$ cat src/rtl/dbs_pkg.sv
// shared types and constants for the debounced button stepper
`timescale 1ns / 1ps

package dbs_pkg;

  localparam int NUM_BUTTONS = 4;
  localparam int MAX_STEPS   = 16;
  // index output is four bits wide, so no more than sixteen steps are reachable
  localparam int STEP_CAP    = (MAX_STEPS < 16) ? MAX_STEPS : 16;

  localparam int CFG_DATA_W  = 8;
  localparam int CFG_INDEX_W = 2;

  // button order inside every four-bit vector
  localparam int BTN_RIGHT = 0;
  localparam int BTN_LEFT  = 1;
  localparam int BTN_INC   = 2;
  localparam int BTN_DEC   = 3;

  localparam logic [3:0] ACTIVE_LEVELS_RST = 4'd0;
  localparam logic [7:0] SETTLE_TICKS_RST  = 8'd40;
  localparam logic [4:0] STEP_COUNT_RST    = 5'd16;

  typedef enum logic [CFG_INDEX_W-1:0] {
    CFG_ACTIVE_LEVELS = 2'd0,
    CFG_SETTLE_TICKS  = 2'd1,
    CFG_STEP_COUNT    = 2'd2,
    CFG_UNUSED        = 2'd3
  } cfg_index_t;

  typedef enum logic [1:0] {
    BTN_UP      = 2'd0,
    BTN_FALLING = 2'd1,
    BTN_DOWN    = 2'd2,
    BTN_RISING  = 2'd3
  } btn_state_t;

  // per button status handed to the top level
  typedef struct packed {
    logic fire;     // fresh press resolved this word
    logic pressed;  // debounced level, from the state register
  } btn_stat_t;

endpackage

$ cat src/rtl/dbs_in_if.sv
// input channel: one tick word with the raw button levels
`timescale 1ns / 1ps

interface dbs_in_if;
  logic       valid;
  logic       ready;
  logic [3:0] raw_levels;

  modport source (output valid, output raw_levels, input ready);
  modport sink   (input valid, input raw_levels, output ready);
endinterface

$ cat src/rtl/dbs_out_if.sv
// output channel: debounced flags, direction and step index
`timescale 1ns / 1ps

interface dbs_out_if;
  logic       valid;
  logic       ready;
  logic [3:0] pressed;
  logic       direction;
  logic [3:0] step_index;

  modport source (output valid, output pressed, output direction, output step_index,
                  input ready);
  modport sink   (input valid, input pressed, input direction, input step_index,
                  output ready);
endinterface

$ cat src/rtl/dbs_button.sv
// debounce machine and settle counter for one button
`timescale 1ns / 1ps

module dbs_button
  import dbs_pkg::*;
(
  input  logic      clk,
  input  logic      rst,
  input  logic      en,
  input  logic      level_pressed,
  input  logic [7:0] settle_ticks,
  output btn_stat_t stat
);

  btn_state_t state, state_next;
  logic [7:0] settle_cnt, settle_cnt_next;
  logic [7:0] cnt_inc;
  logic [7:0] wait_ticks;
  logic       fire;

  // zero settle behaves as one
  assign wait_ticks = (settle_ticks == 8'd0) ? 8'd1 : settle_ticks;
  assign cnt_inc    = (settle_cnt == 8'hff) ? settle_cnt : settle_cnt + 8'd1;

  always_comb begin
    state_next      = state;
    settle_cnt_next = settle_cnt;
    fire            = 1'b0;
    unique case (state)
      BTN_UP: begin
        if (level_pressed) begin
          state_next      = BTN_FALLING;
          settle_cnt_next = 8'd0;
        end
      end
      BTN_DOWN: begin
        if (!level_pressed) begin
          state_next      = BTN_RISING;
          settle_cnt_next = 8'd0;
        end
      end
      BTN_FALLING, BTN_RISING: begin
        settle_cnt_next = cnt_inc;
        if (cnt_inc >= wait_ticks) begin
          if (level_pressed) begin
            // bounce on release goes back to down without firing
            fire       = (state == BTN_FALLING);
            state_next = BTN_DOWN;
          end else begin
            state_next = BTN_UP;
          end
        end
      end
      default: state_next = BTN_UP;
    endcase
  end

  always_ff @(posedge clk) begin
    if (rst) begin
      state      <= BTN_UP;
      settle_cnt <= 8'd0;
    end else if (en) begin
      state      <= state_next;
      settle_cnt <= settle_cnt_next;
    end
  end

  assign stat.fire    = en & fire;
  assign stat.pressed = (state == BTN_DOWN) || (state == BTN_RISING);

endmodule

$ cat src/rtl/dbs_stepper.sv
// direction flag and saturating step index driven by button presses
`timescale 1ns / 1ps

module dbs_stepper
  import dbs_pkg::*;
(
  input  logic       clk,
  input  logic       rst,
  input  logic [3:0] fire,
  input  logic [4:0] step_count,
  output logic       direction,
  output logic [3:0] step_index
);

  logic       direction_next;
  logic [3:0] step_index_next;
  logic [4:0] limit;
  logic [3:0] top;
  logic [4:0] inc_val;
  logic [3:0] after_inc;

  always_comb begin
    if (step_count == 5'd0) begin
      limit = 5'd1;
    end else if (step_count > 5'(STEP_CAP)) begin
      limit = 5'(STEP_CAP);
    end else begin
      limit = step_count;
    end
  end

  assign top     = 4'(limit - 5'd1);
  assign inc_val = {1'b0, step_index} + 5'd1;

  always_comb begin
    // left is applied after right, so it wins
    direction_next = direction;
    if (fire[BTN_RIGHT]) direction_next = 1'b1;
    if (fire[BTN_LEFT])  direction_next = 1'b0;

    after_inc = step_index;
    if (fire[BTN_INC]) begin
      after_inc = (inc_val > {1'b0, top}) ? top : inc_val[3:0];
    end
    step_index_next = after_inc;
    if (fire[BTN_DEC] && (after_inc != 4'd0)) begin
      step_index_next = after_inc - 4'd1;
    end
  end

  always_ff @(posedge clk) begin
    if (rst) begin
      direction  <= 1'b0;
      step_index <= 4'd0;
    end else begin
      direction  <= direction_next;
      step_index <= step_index_next;
    end
  end

endmodule

$ cat src/rtl/debounced_button_stepper.sv
// top level: four button debouncers with direction and step index control
//
// in_ch carries one word per millisecond tick holding the raw levels of the
// right, left, increase and decrease buttons (bits 0 to 3). each word
// produces exactly one word on out_ch: the debounced pressed flags, the
// direction flag and the step index, all as they stand after that tick.
// a word taken at one edge sits in the input register, is processed at the
// next edge where the output is free, and shows on out_ch from then on.
// while out_ch is not stalled, throughput is one word per cycle; the state
// registers double as the output register, so the whole update is one
// pass through the debounce and stepper logic.
// when out_ch stalls, the held result keeps the state frozen; the input
// register still takes one further word if it is empty, then in_ch.ready
// drops until the result is taken.
// reset clears all machines to up, counters, direction and index to zero,
// and loads the configuration defaults (active level low for all buttons,
// 40 tick settle, 16 steps).
// configuration: cfg_we with cfg_index 0 active levels, 1 settle ticks,
// 2 step count; index 3 is ignored. write only while the block is idle.
`timescale 1ns / 1ps

module debounced_button_stepper
  import dbs_pkg::*;
(
  input  logic                   clk,
  input  logic                   rst,
  dbs_in_if.sink                 in_ch,
  dbs_out_if.source              out_ch,
  input  logic                   cfg_we,
  input  logic [CFG_INDEX_W-1:0] cfg_index,
  input  logic [CFG_DATA_W-1:0]  cfg_data
);

  // configuration registers
  logic [3:0] active_levels;
  logic [7:0] settle_ticks;
  logic [4:0] step_count;

  // input register
  logic       in_vld;
  logic [3:0] raw_q;

  // result handshake
  logic       out_vld;
  logic       advance;
  logic [3:0] match;
  logic [3:0] fire;
  logic [3:0] pressed;
  btn_stat_t  stat [NUM_BUTTONS];

  always_ff @(posedge clk) begin
    if (rst) begin
      active_levels <= ACTIVE_LEVELS_RST;
      settle_ticks  <= SETTLE_TICKS_RST;
      step_count    <= STEP_COUNT_RST;
    end else if (cfg_we) begin
      unique case (cfg_index_t'(cfg_index))
        CFG_ACTIVE_LEVELS: active_levels <= cfg_data[3:0];
        CFG_SETTLE_TICKS:  settle_ticks  <= cfg_data[7:0];
        CFG_STEP_COUNT:    step_count    <= cfg_data[4:0];
        CFG_UNUSED:        ;
        default:           ;
      endcase
    end
  end

  // the held word moves into the state once the result slot is free
  assign advance     = in_vld && (!out_vld || out_ch.ready);
  assign in_ch.ready = !in_vld || advance;

  always_ff @(posedge clk) begin
    if (rst) begin
      in_vld <= 1'b0;
    end else if (in_ch.valid && in_ch.ready) begin
      in_vld <= 1'b1;
    end else if (advance) begin
      in_vld <= 1'b0;
    end
  end

  // payload register, no reset needed
  always_ff @(posedge clk) begin
    if (in_ch.valid && in_ch.ready) begin
      raw_q <= in_ch.raw_levels;
    end
  end

  always_ff @(posedge clk) begin
    if (rst) begin
      out_vld <= 1'b0;
    end else if (advance) begin
      out_vld <= 1'b1;
    end else if (out_ch.ready) begin
      out_vld <= 1'b0;
    end
  end

  // a button reads as pressed when its pin matches its active level
  assign match = ~(raw_q ^ active_levels);

  for (genvar b = 0; b < NUM_BUTTONS; b++) begin : g_btn
    dbs_button u_btn (
      .clk           (clk),
      .rst           (rst),
      .en            (advance),
      .level_pressed (match[b]),
      .settle_ticks  (settle_ticks),
      .stat          (stat[b])
    );
    assign fire[b]    = stat[b].fire;
    assign pressed[b] = stat[b].pressed;
  end

  // fire is gated by advance inside each button, so the stepper only moves then
  dbs_stepper u_stepper (
    .clk        (clk),
    .rst        (rst),
    .fire       (fire),
    .step_count (step_count),
    .direction  (out_ch.direction),
    .step_index (out_ch.step_index)
  );

  assign out_ch.valid   = out_vld;
  assign out_ch.pressed = pressed;

  // state only moves when a word is processed
  a_state_frozen: assert property (@(posedge clk) disable iff (rst)
    !advance |=> $stable(out_ch.pressed) && $stable(out_ch.step_index)
      && $stable(out_ch.direction))
    else $error("state changed without a word being processed");

  // a blocked input means the input register holds a word
  a_ready_full: assert property (@(posedge clk) disable iff (rst)
    !in_ch.ready |-> in_vld)
    else $error("input stalled with empty input register");

  // direction only changes after a right or left press resolves
  a_dir_cause: assert property (@(posedge clk) disable iff (rst)
    !fire[BTN_RIGHT] && !fire[BTN_LEFT] |=> $stable(out_ch.direction))
    else $error("direction changed without a right or left press");

endmodule
$ cat src/flat_wrapper.sv
// flat-port wrapper written by rule: the top's interface ports become plain ports
module debounced_button_stepper_flat import dbs_pkg::*;
  (clk, rst, cfg_we, cfg_index, cfg_data, in_ch_valid, in_ch_raw_levels, in_ch_ready, out_ch_valid, out_ch_pressed, out_ch_direction, out_ch_step_index, out_ch_ready);
  dbs_in_if in_ch_i ();
  dbs_out_if out_ch_i ();
  input  logic clk;
  input  logic rst;
  input  logic cfg_we;
  input  logic [CFG_INDEX_W-1:0] cfg_index;
  input  logic [CFG_DATA_W-1:0] cfg_data;
  input wire logic [$bits(in_ch_i.valid)-1:0] in_ch_valid;
  input wire logic [$bits(in_ch_i.raw_levels)-1:0] in_ch_raw_levels;
  output wire logic [$bits(in_ch_i.ready)-1:0] in_ch_ready;
  output wire logic [$bits(out_ch_i.valid)-1:0] out_ch_valid;
  output wire logic [$bits(out_ch_i.pressed)-1:0] out_ch_pressed;
  output wire logic [$bits(out_ch_i.direction)-1:0] out_ch_direction;
  output wire logic [$bits(out_ch_i.step_index)-1:0] out_ch_step_index;
  input wire logic [$bits(out_ch_i.ready)-1:0] out_ch_ready;
  assign in_ch_i.valid = in_ch_valid;
  assign in_ch_i.raw_levels = in_ch_raw_levels;
  assign in_ch_ready = in_ch_i.ready;
  assign out_ch_valid = out_ch_i.valid;
  assign out_ch_pressed = out_ch_i.pressed;
  assign out_ch_direction = out_ch_i.direction;
  assign out_ch_step_index = out_ch_i.step_index;
  assign out_ch_i.ready = out_ch_ready;
  debounced_button_stepper u_core (.clk(clk), .rst(rst), .in_ch(in_ch_i), .out_ch(out_ch_i), .cfg_we(cfg_we), .cfg_index(cfg_index), .cfg_data(cfg_data));
endmodule
$ cat config.mk
export PLATFORM = sky130hd
export DESIGN_NAME = debounced_button_stepper_flat
export DESIGN_NICKNAME = d
export VERILOG_FILES = /design/src/rtl/dbs_pkg.sv /design/src/rtl/dbs_in_if.sv /design/src/rtl/dbs_out_if.sv /design/src/rtl/dbs_button.sv /design/src/rtl/dbs_stepper.sv /design/src/rtl/debounced_button_stepper.sv /design/src/flat_wrapper.sv
export SDC_FILE = /design/constraint.sdc
export NUM_CORES = 1
export LEC_CHECK = 0
export ABC_AREA = 1
export BUFFER_PORTS_ARGS = -buffer_cell sky130_fd_sc_hd__buf_4
export CORE_MARGIN = 2
export CORE_UTILIZATION = 56
export DETAILED_ROUTE_END_ITERATION = 7
export GPL_TIMING_DRIVEN = 0
export PLACE_DENSITY = 0.77
export SYNTH_ARGS = -nofsm -noshare
export SYNTH_HDL_FRONTEND = slang
export SYNTH_HIERARCHICAL = 1
export SYNTH_SLANG_ARGS = --single-unit
$ cat constraint.sdc
create_clock -name clk -period 3.3 [get_ports clk]
set_input_delay 0.495 -clock clk [delete_from_list [all_inputs] [get_ports clk]]
set_output_delay 0.495 -clock clk [all_outputs]
set_load 0.005 [all_outputs]
Word level (Yosys, flattened, before mapping)
Index checks and enable logic that the tools add are counted.
- output and inout port bits: 11
- logic and storage cells: 160
- input port bits: 19
- register bits after elaboration: 68
- bitwise operators: 6
- multiplexer cells: 58
- add/sub/neg operators: 7
- equal/unequal tests: 30
- order comparisons: 6
- reductions and logical operators: 37
- operators with widths (cell ; count):
    2-to-1 mux 8 bit ; 13
    case mux 8 bit (3 select lines) ; 4
    adder 8 x 1 -> 8 bit (second input constant) ; 4
    equality test 8 bit (second input constant) ; 4
    >= comparator 8 bit ; 4
    2-to-1 mux 2 bit ; 16
    case mux 2 bit (3 select lines) ; 4
    2-to-1 mux 4 bit ; 5
    equality test 2 bit (second input constant) ; 9
    2-to-1 mux 1 bit ; 16
    != test 2 bit (second input constant) ; 8
    AND reduction 4 bit ; 4
    AND reduction 3 bit ; 4
    equality test 2 x 1 -> 1 bit (second input constant) ; 5
    logical NOT 2 bit ; 5
    OR reduction 2 bit ; 5
    logical NOT 8 bit ; 1
    != test 2 x 1 -> 1 bit (second input constant) ; 4
    subtractor 4 x 1 -> 4 bit (second input constant) ; 2
    logical OR 1 bit ; 6
    AND reduction 2 bit ; 3
    adder 4 x 1 -> 5 bit (second input constant) ; 1
    greater-than comparator 5 x 4 -> 1 bit ; 1
    greater-than comparator 5 bit (second input constant) ; 1
    other kinds (8) ; 15

Depth between registers and ports, before layout
- depth after elaboration: 10
- depth in mapped cells: 27

By module
Netlist, hierarchy kept.
- modules (own cells, without submodules) (module ; instances ; cells an instance ; area each (sq um) ; seq. area each (sq um)):
    dbs_button ; 4 ; 133 ; 862.1 ; 200.2
    debounced_button_stepper ; 1 ; 125 ; 975.9 ; 500.5
    dbs_stepper ; 1 ; 103 ; 646.9 ; 100.1

Least setup slack after synthesis
No wires, ideal clock.
- path kind: register to register
- start: register u_core.g_btn[2].u_btn.settle_cnt[1]
- end: register u_core.u_stepper.step_index[1]
- arrival: 3.118 ns
- clock period less this slack: 3.231 ns
- buffers on the path: 0
- setup time: 0.113 ns
- slack: 0.069 ns
- required time: 3.187 ns
- stages on the path, launching flop included: 26
- cell sequence: dfxtp_1 -> ha_1 -> nand2_1 -> inv_2 -> nand3_4 -> o21a_1 -> ha_1 -> nand2_1 -> nor2_1 -> nor2_1 -> nand2_1 -> nand2_1 -> nand2_1 -> nor3b_1 -> inv_1 -> a21oi_1 -> nand2_1 -> o21ai_0 -> inv_1 -> ha_1 -> nand3_2 -> nor2_4 -> nor2_4 -> nand2_2 -> nand2_1 -> nor2_1
- longest elaborated chain between the ends: 10
- elaborated cells between the ends (all ways): 12
- ends and longest elaborated chain (what ; RTL line ; source):
    start: declaration ; dbs_button.sv:16 ; logic [7:0] settle_cnt, settle_cnt_next;
    start signal: assignment ; dbs_button.sv:64 ; settle_cnt <= settle_cnt_next;
    adder 8 x 1 -> 8 bit / equality test 8 bit (equally long branches) ; dbs_button.sv:23 ; assign cnt_inc = (settle_cnt == 8'hff) ? settle_cnt : settle_cnt + 8'd1;
    2-to-1 mux 8 bit (*) ; dbs_button.sv:23 ;
    >= comparator 8 bit (*) ; dbs_button.sv:44 ; if (cnt_inc >= wait_ticks) begin
    2-to-1 mux 1 bit (*) ; dbs_button.sv:44 ;
    2-to-1 mux 1 bit (*) ; dbs_button.sv:29 ; unique case (state)
    bitwise AND 1 bit (*) ; dbs_button.sv:68 ; assign stat.fire = en & fire;
    net u_core.fire[2] ; debounced_button_stepper.sv:47 ; logic [3:0] fire;
    2-to-1 mux 4 bit (*) ; dbs_stepper.sv:42 ; if (fire[BTN_INC]) begin
    parallel branches: the longest is 2 deep, another holds subtractor 4 x 1 -> 4 bit ; -- ;
    2-to-1 mux 4 bit (*) ; dbs_stepper.sv:46 ; if (fire[BTN_DEC] && (after_inc != 4'd0)) begin
    end signal: assignment ; dbs_stepper.sv:57 ; step_index <= step_index_next;
    end: declaration ; dbs_stepper.sv:12 ; output logic [3:0] step_index
Mark *: on every way through the listed nets, which the timed path passes.
A chain may end at the register's enable or synchronous reset.

Worst setup path after layout
Same ends and word-level chain as after synthesis.

==> metrics <==
outcome finished, final reports clean; clock skew 0.0113 ns; sequential fraction of the synthesis area 27.6%; setup ws final 0.169 ns; Setup crit start kind flop; Synth cell types 39; global-route wire length before repair 19900 um; Pwr Density 343 nW/um^2; Clock Sinks 68; IO Pins 30; Max rail drop VDD 0.000214 V; largest net degree at the start of global routing 14; TritonCTS Buffers 9; Setup TNS 0 ns; Final Cycle Share 94.9%; total gr overflow 0; Netlist Area Pre-Place 5070 um^2; Worst Tran Pin Value 0.961 ns; CP Capture Type flop; worst hold-check path type in2reg; utilization after layout 66.2%; syn nets 820; P&R area growth vs syn 14.4%; # diodes 0; Row Count 34; Yosys reg bits 68; vias 4815; CP peak stage delay 0.37 ns; htree depth 3; drt drc 0; f_max 319 MHz; Hold Vio Cnt, Final 0; Setup Crit Path Kind reg2reg; minimum clock period 3.13 ns; number of filler cells placed in the layout 761; GPL Wtd Cong 0.856; post-DR wirelength/cell 12.5 um; Die Height 99.2 um; Core ar. 8760 um^2; Clk Tree Root Cell clkbuf_8; Synth Area per Inst 6.67 um^2; gr usage total 24.3%; Area contributors post-synth dfxtp_1, nand2_1, ha_1; most used cell, CP nand2_1; Post-Synthesis Cells 760; Worst EP arrival 3.38 ns; Vias/cell 5.25; top cell type by total area after synthesis dfxtp_1; Main synth FF type dfxtp_1; # nets final 864; Yosys top cell area share 25.3%; fraction of layout cells with a size suffix above 1 16.8%; max_slew headroom 36.0%; placed insts 897; fin. max-slew vios 0; clk_lat worst skew 0.35 ns; Max clock buf depth 2; Final setup violation count 0; dpl hpwl 8640 um; pre-CTS setup slack -0.563 ns; die width 99.2 um; max-cap check violation count 0; CTS tree yes; # port buffers 29; FFs w/ async S/R, synth 0%; initial antenna violation count 0; Clock transition at path regs 0.08 ns; number of global-route vias before repair 4650; Post-Route WL 11500 um; Non-Filler Instances 917; Synth Warn # 6; number of synthesized flops with an enable pin 4; 1st-pass router iterations 5; Post-DRT Antenna Nets 0; Critical Path RT 3.55 ns; CP max-delay cell dfxtp_4; die area 9830 um^2; crit-path max FO 5; First DRT Iteration DRCs 258; Initial Utilization 57.9%; Leak 2.70 nW
synth_stat cells (all sizes together) (5+ instances only):
master / n
nand4: 14
nand2: 228
and2: 5
xor2: 6
inv: 131
nand3: 63
buf: 10
nor2: 70
o21ai: 16
dfxtp: 64
o21a: 8
xnor2: 8
ha: 41
a21oi: 62
nor3: 6
clkbuf: 5
critical path, delay by kind of cell, from the launching register on:
kind / cells / cell delay (ns)
adder cells (fa/ha/maj): 3 / 0.62
AO/OA/AOI/OAI: 2 / 0.19
buffers and inverters: 4 / 0.35
XOR/XNOR: 1 / 0.15
AND/OR/NAND/NOR: 15 / 1.34
flip-flops: 1 / 0.37
final timing paths:
path                            slack [ns]                                        startpoint                                        end  cells after the start
worst max-delay path                  0.17  u_core/g_btn[2].u_btn/settle_cnt[1]$_SDFFE_PP0P_  u_core/u_stepper/step_index[1]$_SDFF_PP0_                     25
worst min-delay path                  0.32                               in_ch_raw_levels[3]                  u_core/raw_q[3]$_DFFE_PP_                      1
worst max register to register        0.17  u_core/g_btn[2].u_btn/settle_cnt[1]$_SDFFE_PP0P_  u_core/u_stepper/step_index[1]$_SDFF_PP0_                     25
worst min register to register        0.48                        u_core/in_vld$_SDFFE_PP0P_           u_core/out_ch.valid$_SDFFE_PP0P_                      2
layout by cell type (no fill, tap or decap), types with 4 or more instances in the layout:
master    count
nand2_1     206
inv_1       122
dfxtp_1      61
nor2_1       56
nand3_1      54
a21oi_1      52
ha_1         39
buf_4        32
nand2_2      20
nand4_1      14
clkbuf_8     10
inv_2         9
xnor2_1       8
nor2_4        8
o21a_1        8
o21ai_0       7
o21ai_1       7
nor2_2        6
nand3_4       6
xor2_1        6
a21oi_2       6
buf_2         5
and2_1        5
nor3_2        4
o21bai_1      4
a21oi_4       4
or2_2         4
clkbuf_1      4
buf_1         4
o211ai_1      4
edfxtp_1      4
power breakdown:
group	switching [W]	internal, W
combinational	0.000129	0.0000774
clock	0.000359	0.000555
sequential	0.0000205	0.000848
metal layers:
layer	wire length (um)	part of all wire (%)	GRT usage [%]
met5	0	0	0
met4	153	1.3	8.43
met3	440	3.8	3.30
met2	5520	48	41.9
met1	5360	47	31.3
final cells by class:
cell class                 count  area, um^2  share of cell area (%)
sequential                    68        1410                    24.3
timing repair buffer          33         251                    4.33
multi-input combinational    545        3170                    54.6
buffer                        15        80.1                    1.38
clock inverter                 6         116                    2.01
clock buffer                  10         149                    2.57
inverter                     132         495                    8.54
tap                          108         135                    2.33
per-stage QoR:
stage          cell area (um^2)  hold WS [ns]  power [W]
2_1_floorplan              5070         0.445    0.00102
3_3_place_gp               5420         0.455    0.00108
3_5_place_dp               5420         0.464    0.00109
4_1_cts                    5720         0.306    0.00200
5_1_grt                    5800         0.313    0.00207
6_report                   5800         0.316    0.00199
cells by family (layout without fill, tap and decap cells):
logic type	after synthesis	after routing	synth area share, %
AOI/OAI and AO/OA	94	94	11.5
xor gates and xnor gates	14	14	2.42
adders and majority gates	41	41	10.1
buffers and inverters	147	196	11.3
DFF	68	68	27.6
and+or+nand+nor	396	396	37.0
flip-flops by register name (all words and copies together) (netlist names), named ones only:
signal                         flops
u_core/u_stepper/step_index        4
u_core/out_ch.valid                1
u_core/raw_q                       4
u_core/g_btn.u_btn/state           4
u_core/step_count                  5
u_core/settle_ticks                8
u_core/u_stepper/direction         1
u_core/g_btn.u_btn/settle_cnt     32
u_core/active_levels               4
u_core/in_vld                      1
repair_timing:
item                                   CTS  global route
gates resized for setup                  7            18
pin swaps                                1             2
buffers inserted                         2             2
endpoints found under the hold margin    0             0
setup endpoints to repair                4             4
hold buffers                             0             0
No activity file was read; power rests on OpenSTA's default activity.
